===== config.mk =====
export PLATFORM = sky130hd
export DESIGN_NAME = drive_mode_button_controller
export DESIGN_NICKNAME = d
export VERILOG_FILES = /design/src/design/dmbc_pkg.sv /design/src/design/dmbc_step.sv /design/src/design/drive_mode_button_controller.sv
export SDC_FILE = /design/constraint.sdc
export NUM_CORES = 1
export LEC_CHECK = 0
export BUFFER_PORTS_ARGS = -buffer_cell sky130_fd_sc_hd__buf_2
export CORE_MARGIN = 5
export CORE_UTILIZATION = 63
export DETAILED_ROUTE_END_ITERATION = 8
export HOLD_SLACK_MARGIN = 0.08
export PLACE_DENSITY = 0.85
export SKIP_CTS_REPAIR_TIMING = 1
export SKIP_LAST_GASP = 1
export SYNTH_ARGS = -nofsm -noshare
export SYNTH_HDL_FRONTEND = slang
export SYNTH_HIERARCHICAL = 1
export SYNTH_SLANG_ARGS = --single-unit

===== constraint.sdc =====
create_clock -name aclk -period 9.6 [get_ports aclk]
set_input_delay 1.44 -clock aclk [delete_from_list [all_inputs] [get_ports aclk]]
set_output_delay 1.44 -clock aclk [all_outputs]
set_load 0.005 [all_outputs]

===== src/design/dmbc_pkg.sv =====
package dmbc_pkg;

    localparam int COUNT_WIDTH_DEFAULT = 8;
    localparam int CFG_DATA_W          = 8;
    localparam int CFG_INDEX_W         = 2;
    localparam int BUS_MODE_W          = 8;

    localparam logic [CFG_DATA_W-1:0] LONG_PRESS_RESET = 8'd30;
    localparam logic [CFG_DATA_W-1:0] DEBOUNCE_RESET   = 8'd5;

    typedef enum logic [CFG_INDEX_W-1:0] {
        CFG_LONG_PRESS = 2'd0,
        CFG_DEBOUNCE   = 2'd1
    } cfg_index_t;

    typedef enum logic [1:0] {
        OP_TICK     = 2'd0,
        OP_ESTOP    = 2'd1,
        OP_SET_MODE = 2'd2
    } op_t;

    typedef enum logic [1:0] {
        MODE_MANUAL = 2'd0,
        MODE_AUTO   = 2'd1,
        MODE_ESTOP  = 2'd2
    } mode_t;

    typedef struct packed {
        logic [1:0]            operation;
        logic                  mode_button;
        logic                  start_button;
        logic [BUS_MODE_W-1:0] bus_mode;
    } in_item_t;

    typedef struct packed {
        logic [1:0] current_mode;
        logic       mode_changed;
    } out_item_t;

    // Controller state apart from the hold counter, whose width is a parameter.
    typedef struct packed {
        mode_t                 mode;
        logic [CFG_DATA_W-1:0] debounce_left;
        logic                  prev_mode_level;
        logic                  prev_start_level;
    } ctrl_state_t;

    typedef struct packed {
        logic [CFG_DATA_W-1:0] long_press_ticks;
        logic [CFG_DATA_W-1:0] debounce_ticks;
    } cfg_t;

endpackage


===== src/design/dmbc_step.sv =====
module dmbc_step
    import dmbc_pkg::*;
#(
    parameter int COUNT_WIDTH = COUNT_WIDTH_DEFAULT
) (
    input  in_item_t               item,
    input  cfg_t                   cfg,
    input  ctrl_state_t            state,
    input  logic [COUNT_WIDTH-1:0] hold_count,
    output ctrl_state_t            state_next,
    output logic [COUNT_WIDTH-1:0] hold_count_next,
    output out_item_t              result
);

    localparam int CMP_W = (COUNT_WIDTH > CFG_DATA_W) ? COUNT_WIDTH : CFG_DATA_W;
    localparam logic [COUNT_WIDTH-1:0] HOLD_MAX = '1;

    logic                   in_estop;
    logic                   holding;
    logic [COUNT_WIDTH-1:0] hold_inc;
    logic                   long_hit;
    logic                   start_edge;
    logic                   mode_edge;
    logic                   changed;

    always_comb begin
        in_estop   = (state.mode == MODE_ESTOP);
        holding    = in_estop && item.mode_button;
        hold_inc   = (hold_count < HOLD_MAX) ? hold_count + 1'b1 : hold_count;
        long_hit   = holding &&
                     (CMP_W'(hold_inc) >= CMP_W'(cfg.long_press_ticks));
        start_edge = state.prev_start_level && !item.start_button && in_estop;
        mode_edge  = state.prev_mode_level && !item.mode_button && !in_estop;
    end

    always_comb begin
        state_next      = state;
        hold_count_next = hold_count;
        changed         = 1'b0;
        case (op_t'(item.operation))
            OP_TICK: begin
                if (long_hit) begin
                    state_next.mode          = MODE_MANUAL;
                    hold_count_next          = '0;
                    state_next.debounce_left = cfg.debounce_ticks;
                    changed                  = 1'b1;
                end else begin
                    hold_count_next = holding ? hold_inc : '0;
                    if (state.debounce_left != '0) begin
                        state_next.debounce_left = state.debounce_left - 1'b1;
                    end else if (start_edge) begin
                        state_next.mode          = MODE_MANUAL;
                        state_next.debounce_left = cfg.debounce_ticks;
                        changed                  = 1'b1;
                    end else if (mode_edge) begin
                        state_next.mode = (state.mode == MODE_MANUAL) ? MODE_AUTO
                                                                      : MODE_MANUAL;
                        state_next.debounce_left = cfg.debounce_ticks;
                        changed                  = 1'b1;
                    end
                end
                // levels are sampled on every tick except those swallowed by debounce
                if (long_hit || state.debounce_left == '0) begin
                    state_next.prev_mode_level  = item.mode_button;
                    state_next.prev_start_level = item.start_button;
                end
            end
            OP_ESTOP: begin
                state_next.mode = MODE_ESTOP;
            end
            OP_SET_MODE: begin
                if (item.bus_mode <= BUS_MODE_W'(MODE_ESTOP)) begin
                    state_next.mode = mode_t'(item.bus_mode[1:0]);
                end
            end
            default: begin
            end
        endcase
    end

    assign result.current_mode = state_next.mode;
    assign result.mode_changed = changed;

endmodule


===== src/design/drive_mode_button_controller.sv =====
// Drive mode controller: manual, auto and emergency stop, driven by button ticks.
// Input channel s_valid/s_ready/s_data carries one item per transfer: a tick with
// the MODE and START levels, a forced emergency stop, or a mode set from the bus.
// Result channel m_valid/m_ready/m_data returns exactly one result per item:
// the mode after the item and a flag set when a tick changed the mode.
// Config channel cfg_valid/cfg_ready/cfg_index/cfg_data writes long_press_ticks
// (index 0) and debounce_ticks (index 1); cfg_ready is always high. Write config
// only while no item is in flight.
// Path: an accepted item goes into the input register, then its result into the
// result register, which drives m_valid.
// Throughput: one item per cycle while m_ready is high; the whole update is one
// combinational pass between the two registers.
// Reset (synchronous, aresetn low): manual mode, counters cleared, stored button
// levels high, config back to 30 / 5, both pipeline registers empty.
// If the receiver stalls, the result holds in the output register, one more item
// waits in the input register, and s_ready drops until m_ready returns.
module drive_mode_button_controller
    import dmbc_pkg::*;
#(
    parameter int COUNT_WIDTH = COUNT_WIDTH_DEFAULT
) (
    input  logic                   aclk,
    input  logic                   aresetn,

    input  logic                   s_valid,
    output logic                   s_ready,
    input  in_item_t               s_data,

    output logic                   m_valid,
    input  logic                   m_ready,
    output out_item_t              m_data,

    input  logic                   cfg_valid,
    output logic                   cfg_ready,
    input  logic [CFG_INDEX_W-1:0] cfg_index,
    input  logic [CFG_DATA_W-1:0]  cfg_data
);

    cfg_t                   cfg_reg,  cfg_next;
    logic                   in_valid_reg, in_valid_next;
    in_item_t               in_data_reg;
    logic                   m_valid_reg, m_valid_next;
    out_item_t              m_data_reg;
    ctrl_state_t            state_reg, state_next;
    logic [COUNT_WIDTH-1:0] hold_reg, hold_next;
    out_item_t              result;
    logic                   advance;
    logic                   s_xfer;

    dmbc_step #(
        .COUNT_WIDTH(COUNT_WIDTH)
    ) u_step (
        .item            (in_data_reg),
        .cfg             (cfg_reg),
        .state           (state_reg),
        .hold_count      (hold_reg),
        .state_next      (state_next),
        .hold_count_next (hold_next),
        .result          (result)
    );

    assign advance   = in_valid_reg && (!m_valid_reg || m_ready);
    assign s_ready   = !in_valid_reg || advance;
    assign s_xfer    = s_valid && s_ready;
    assign cfg_ready = 1'b1;

    always_comb begin
        in_valid_next = in_valid_reg;
        if (s_xfer) begin
            in_valid_next = 1'b1;
        end else if (advance) begin
            in_valid_next = 1'b0;
        end

        m_valid_next = m_valid_reg;
        if (advance) begin
            m_valid_next = 1'b1;
        end else if (m_ready) begin
            m_valid_next = 1'b0;
        end

        cfg_next = cfg_reg;
        if (cfg_valid) begin
            case (cfg_index_t'(cfg_index))
                CFG_LONG_PRESS: cfg_next.long_press_ticks = cfg_data;
                CFG_DEBOUNCE:   cfg_next.debounce_ticks   = cfg_data;
                default: begin
                end
            endcase
        end
    end

    always_ff @(posedge aclk) begin
        if (!aresetn) begin
            in_valid_reg                   <= 1'b0;
            m_valid_reg                    <= 1'b0;
            cfg_reg.long_press_ticks       <= LONG_PRESS_RESET;
            cfg_reg.debounce_ticks         <= DEBOUNCE_RESET;
            state_reg.mode                 <= MODE_MANUAL;
            state_reg.debounce_left        <= '0;
            state_reg.prev_mode_level      <= 1'b1;
            state_reg.prev_start_level     <= 1'b1;
            hold_reg                       <= '0;
        end else begin
            in_valid_reg <= in_valid_next;
            m_valid_reg  <= m_valid_next;
            cfg_reg      <= cfg_next;
            if (advance) begin
                state_reg <= state_next;
                hold_reg  <= hold_next;
            end
        end
    end

    // payload registers
    always_ff @(posedge aclk) begin
        if (s_xfer) begin
            in_data_reg <= s_data;
        end
        if (advance) begin
            m_data_reg <= result;
        end
    end

    assign m_valid = m_valid_reg;
    assign m_data  = m_data_reg;

endmodule


# ---- Yosys cells after proc, flatten, opt, wreduce, memory -nomap -nowiden
# Cells that the tools add are included.
# Widths: inputs -> output; s select.
dict set report op_classes {
  add_sub_neg 2
  n_lt_le_gt_ge 3
  eq_ne 4
  muxes 19
  n_reduce_logical 29
}
# op n
set ops {}
lappend ops {{$mux 8} 4}
lappend ops {{$mux 10} 3}
lappend ops {{$mux 1} 9}
lappend ops {{$add 8x1->8 const B} 1}
lappend ops {{$ge 8x8->1} 1}
lappend ops {{$le 8x2->1 const B} 1}
lappend ops {{$logic_and 1x1->1} 8}
lappend ops {{$logic_not 8->1} 1}
lappend ops {{$lt 8x8->1 const B} 1}
lappend ops {{$reduce_bool 8->1} 1}
lappend ops {{$sub 8x1->8 const B} 1}
lappend ops {{$logic_not 2->1} 3}
lappend ops {{$pmux 2 s3} 1}
lappend ops {{$reduce_and 2->1} 3}
lappend ops {{$reduce_and 3->1} 2}
lappend ops {{$logic_not 1->1} 5}
lappend ops {{$eq 2x1->1 const B} 2}
lappend ops {{$eq 2x2->1 const B} 2}
lappend ops {{$mux 2} 2}
lappend ops {{$reduce_bool 2->1} 2}
lappend ops {{$reduce_bool 4->1} 1}
lappend ops {{$logic_or 1x1->1} 3}
dict set report word_totals {
  register_bits 53
  inputBits 27
  out_inout_bits 6
  word_cells 72
}

# ---- Logic depth before layout (Yosys ltp)
dict set report depth {
  word_depth 8
  depth_mapped 17
  depth_no_buf 15
}

# ---- By module
# Netlist, hierarchy kept.
# module instances cells_per_inst area_each_um2 seq_area_each_um2
set by_module_without_submodules {}
lappend by_module_without_submodules {drive_mode_button_controller 1 175 1920.6 1211.2}
lappend by_module_without_submodules {dmbc_step 1 175 1086.0 0.0}

# ---- Least setup slack after synthesis
# OpenSTA, ideal clock, no wires.
dict set report synth_timing {
  path_kind {register -> register}
  startpoint {reg hold_reg[0]}
  endpoint {reg state_reg[0] in the netlist's numbering}
  setup_time_ns 0.151
  t_arrival_ns 3.443
  required_time_ns 9.449
  path_slack_ns 6.006
  path_stages_with_launch 18
  n_path_buf 2
  synth_period_minus_slack_ns 3.594
  cell_sequence {dfxtp_1 -> ha_1 -> and3_1 -> nand3_1 -> or2_2 -> clkbuf_1 -> nand2_1 -> o21ai_0 -> ha_1 -> and3_1 -> o21ai_0 -> a311o_1 -> and2_1 -> clkbuf_1 -> a21oi_2 -> mux2_1 -> inv_1 -> o311ai_0}
}
dict set report synth_between {
  elab_chain_len 6
  elab_cells_between_ends 7
  cone_classes {add/sub: 1; order compare: 2; mux: 1; reduce/logical: 3}
}
# element line_no
set synth_lines {}
lappend synth_lines {{start, declared} drive_mode_button_controller.sv:45} ;# logic [COUNT_WIDTH-1:0] hold_reg, hold_next;
lappend synth_lines {{start signal, assigned} drive_mode_button_controller.sv:110} ;# hold_reg <= hold_next;
lappend synth_lines {{$add 8x1->8 / $lt 8x8->1 (equally long branches)} dmbc_step.sv:29} ;# hold_inc = (hold_count < HOLD_MAX) ? hold_count + 1'b1 : hold_count;
lappend synth_lines {{$mux 8 *} dmbc_step.sv:29}
lappend synth_lines {{$ge 8x8->1 *} dmbc_step.sv:31} ;# (CMP_W'(hold_inc) >= CMP_W'(cfg.long_press_ticks));
lappend synth_lines {{$logic_and 1x1->1 *} dmbc_step.sv:30} ;# long_hit = holding &&
lappend synth_lines {{$logic_or 1x1->1 *} dmbc_step.sv:63} ;# if (long_hit || state.debounce_left == '0) begin
lappend synth_lines {{$reduce_and 3->1 (no source line) *} n/a}
lappend synth_lines {{end signal, assigned} drive_mode_button_controller.sv:109} ;# state_reg <= state_next;
lappend synth_lines {{end, declared} drive_mode_button_controller.sv:44} ;# ctrl_state_t state_reg, state_next;
# Every way passes the cells marked *; elsewhere a longest branch is shown, timed or not.
# A chain may end at the register's enable or synchronous reset.

# ---- Worst setup path after layout
# Ends and elaborated chain as after synthesis.

==> impl_metrics.env <==
export IMPL_portBuffers=31
export IMPL_post_dp_cell_area_um2=3110
export IMPL_peakVddDrop_uv=143
export IMPL_setup_tns_ns=0
export IMPL_hpwl_um=4310
export IMPL_worstPathCellList="ha_1 > and3_1 > nand3_1 > or2_2 > nand2_1 > o21ai_0 > ha_1 > and3_1 > o21ai_0 > a311o_1 > and2_1 > a21oi_2 > mux2_1 > inv_1 > o311ai_0"
export IMPL_synth_cells=350
export IMPL_clk_pin_slew_ns=0.10
export IMPL_min_path_type="flop to flop"
export IMPL_core_area_um2=4690
export IMPL_fp_row_count=25
export IMPL_r2r_cells=15
export IMPL_routed_via_density=6.00
export IMPL_syn_avg_cell_area_um2=8.59
export IMPL_finalMaxSlewViolations=0
export IMPL_cap_violations=0
export IMPL_die_x_um=79.1
export IMPL_vias=2531
export IMPL_slew_headroom_pct=32.3
export IMPL_cts_root_buf="clkbuf_8"
export IMPL_fin_crit_ns=3.95
export IMPL_drt_iter0_drc=209
export IMPL_synth_largest_area_cell="dfxtp_1"
export IMPL_ys_seq_area_share_pct=40.3
export IMPL_critical_path_max_stage_delay_ns=0.44
export IMPL_drt_pre_antenna_iters=4
export IMPL_outcome="finished clean"
export IMPL_nets=404
export IMPL_grt_pass1_wl_um=10500
export IMPL_synth_nets=387
export IMPL_worstPathRequired_ns=9.73
export IMPL_synth_top_area_share_pct=25.3
export IMPL_grt_pass1_vias=2366
export IMPL_cp_end_kind="flop"
export IMPL_finalCritPeriodShare_pct=41.1
export IMPL_cts_buffers=5
export IMPL_cp_arrival_ns=4.08
export IMPL_worst_clock_skew_ns=0.0107
export IMPL_placedCellCount=414
export IMPL_ys_warn_count=6
export IMPL_drc_errors=0
export IMPL_slowest_stage="dfxtp_1"
export IMPL_place_congestion=0.886
export IMPL_p_leak_nw=1.31
export IMPL_hold_path_depth=2
export IMPL_critPathMaxFanout=8
export IMPL_grt_use_total_pct=21.1
export IMPL_antenna_found_initial=0
export IMPL_layout_common_cells="nand2_1 (68), dfxtp_1 (38), buf_2 (31), mux2i_1 (26), o21ai_0 (22)"
export IMPL_syn_to_final_growth_pct=6.70
export IMPL_wirelength_um=6150
export IMPL_p_total_mw=0.437
export IMPL_ios=33
export IMPL_diodes=0
export IMPL_final_common_cell="nand2_1"
export IMPL_ys_seq_elements=53
export IMPL_setup_violations=0
export IMPL_max_freq_mhz=253
export IMPL_yosys_top_cells_area="dfxtp_1 (25%), edfxtp_1 (15%), mux2i_1 (8.7%), nand2_1 (8.5%), ha_1 (4.2%)"
export IMPL_cts_tree="done"
export IMPL_hold_violations=0
export IMPL_worstMarginPinSlew_ns=1.02
export IMPL_postRouteAntennaNets=0
export IMPL_grt_max_degree=64
export IMPL_overflow=0
export IMPL_synth_edf_count=15
export IMPL_stdcell_count=422
export IMPL_rsz0062_at_grt="false"
export IMPL_synthDistinctLibCells=51
export IMPL_initial_core_util_pct=64.1
export IMPL_startpoint_type="flop"
export IMPL_async_flop_share_pct=0
export IMPL_synth_area_um2=3010
export IMPL_clk_latency_ns=0.32
export IMPL_routedWlPerCell_um=14.6
export IMPL_crit_type="flop to flop"
export IMPL_whs_ns=0.480
export IMPL_drive_gt1_share_pct=14.7
export IMPL_htreeDepth=2
export IMPL_ys_flop_type="dfxtp_1"
export IMPL_dieArea_um2=6250
export IMPL_chipHeight_um=79.1
export IMPL_clkSinkCount=53
export IMPL_p_per_area_nw_per_um2=136
export IMPL_post_route_cell_area_um2=3210
export IMPL_largest_reg_flops=16
export IMPL_ctsLongestPathBuffers=2
## per-layer routing
| metal | wire, um | part of all wire, % | vias up | global-route usage (%) |
|---|---|---|---|---|
| met4 | 91 | 1.5 | 0 | 6.36 |
| met3 | 335 | 5.5 | 11 | 4.08 |
| met2 | 2970 | 48 | 78 | 36.4 |
| met1 | 2750 | 45 | 1176 | 26.7 |
| met5 | 0 | 0 | - | 0 |
| li1 | - | - | 1266 | - |
## synthesized netlist by cell type (all sizes together), types with 2 or more instances
library cell / count
o32ai: 2
or4: 2
ha: 10
a311o: 2
nor2b: 6
nor4: 4
or2: 3
o311ai: 2
mux2: 3
inv: 18
nand4: 3
edfxtp: 15
nand2b: 2
mux2i: 26
nand3b: 3
o21ai: 26
nor3: 11
and3: 4
and2: 2
o21a: 4
a21oi: 19
clkbuf: 12
nor2: 16
dfxtp: 38
a22o: 2
a221o: 2
nand3: 19
xnor2: 3
nand2: 68
buf: 10
## worst max-delay path: cells and delay by family (launching register included)
| kind | cells | cell delay, ns |
|---|---|---|
| mux | 1 | 0.35 |
| buf+inv | 1 | 0.06 |
| flops | 1 | 0.44 |
| compound gates | 5 | 1.00 |
| simple gates | 6 | 1.36 |
| fa+ha+maj | 2 | 0.54 |
## power breakdown
part,switching [mW],internal (mW)
logic,0.0332,0.0240
registers,0.00558,0.239
clock network,0.0810,0.0546
total,0.120,0.317
## kinds of logic (layout without fill, tap and decap cells)
logic type / after synthesis / after routing / share of synthesized area [%]
fa+ha+maj: 10 / 10 / 4.16
buf+inv: 40 / 58 / 6.45
compound gates: 67 / 67 / 13.9
simple gates: 147 / 147 / 24.4
xor+xnor: 3 / 3 / 0.874
other cells: 1 / 1 / 0.125
flops: 53 / 53 / 40.3
mux: 29 / 29 / 9.78
## cell type report
| cell class | count | area, um2 |
|---|---|---|
| fillers | 379 | 1480 |
| clock buffers | 5 | 68.8 |
| repair buffers | 32 | 163 |
| multi-input cells | 257 | 1600 |
| inverters | 18 | 67.6 |
| clock inverters | 3 | 28.8 |
| flip-flops and latches | 53 | 1210 |
| well taps | 54 | 67.6 |
## worst paths after layout
path	startpoint	endpoint	slack, ns
worst max register to register	hold_reg[0]	state_reg[0]	5.65
worst max-delay path	hold_reg[0]	state_reg[0]	5.65
worst min register to register	cfg_reg[14]	cfg_reg[14]	0.48
worst min-delay path	cfg_reg[14]	cfg_reg[14]	0.48
## through the flow
step | worst slack, ns | util (%)
3_5_place_dp | 5.75 | 66.3
5_1_grt | 5.42 | 68.4
4_1_cts | 5.68 | 68.4
3_3_place_gp | 5.82 | 66.3
2_1_floorplan | 6.01 | -
6_report | 5.65 | 68.4
Power figures use the tool's default switching activity.
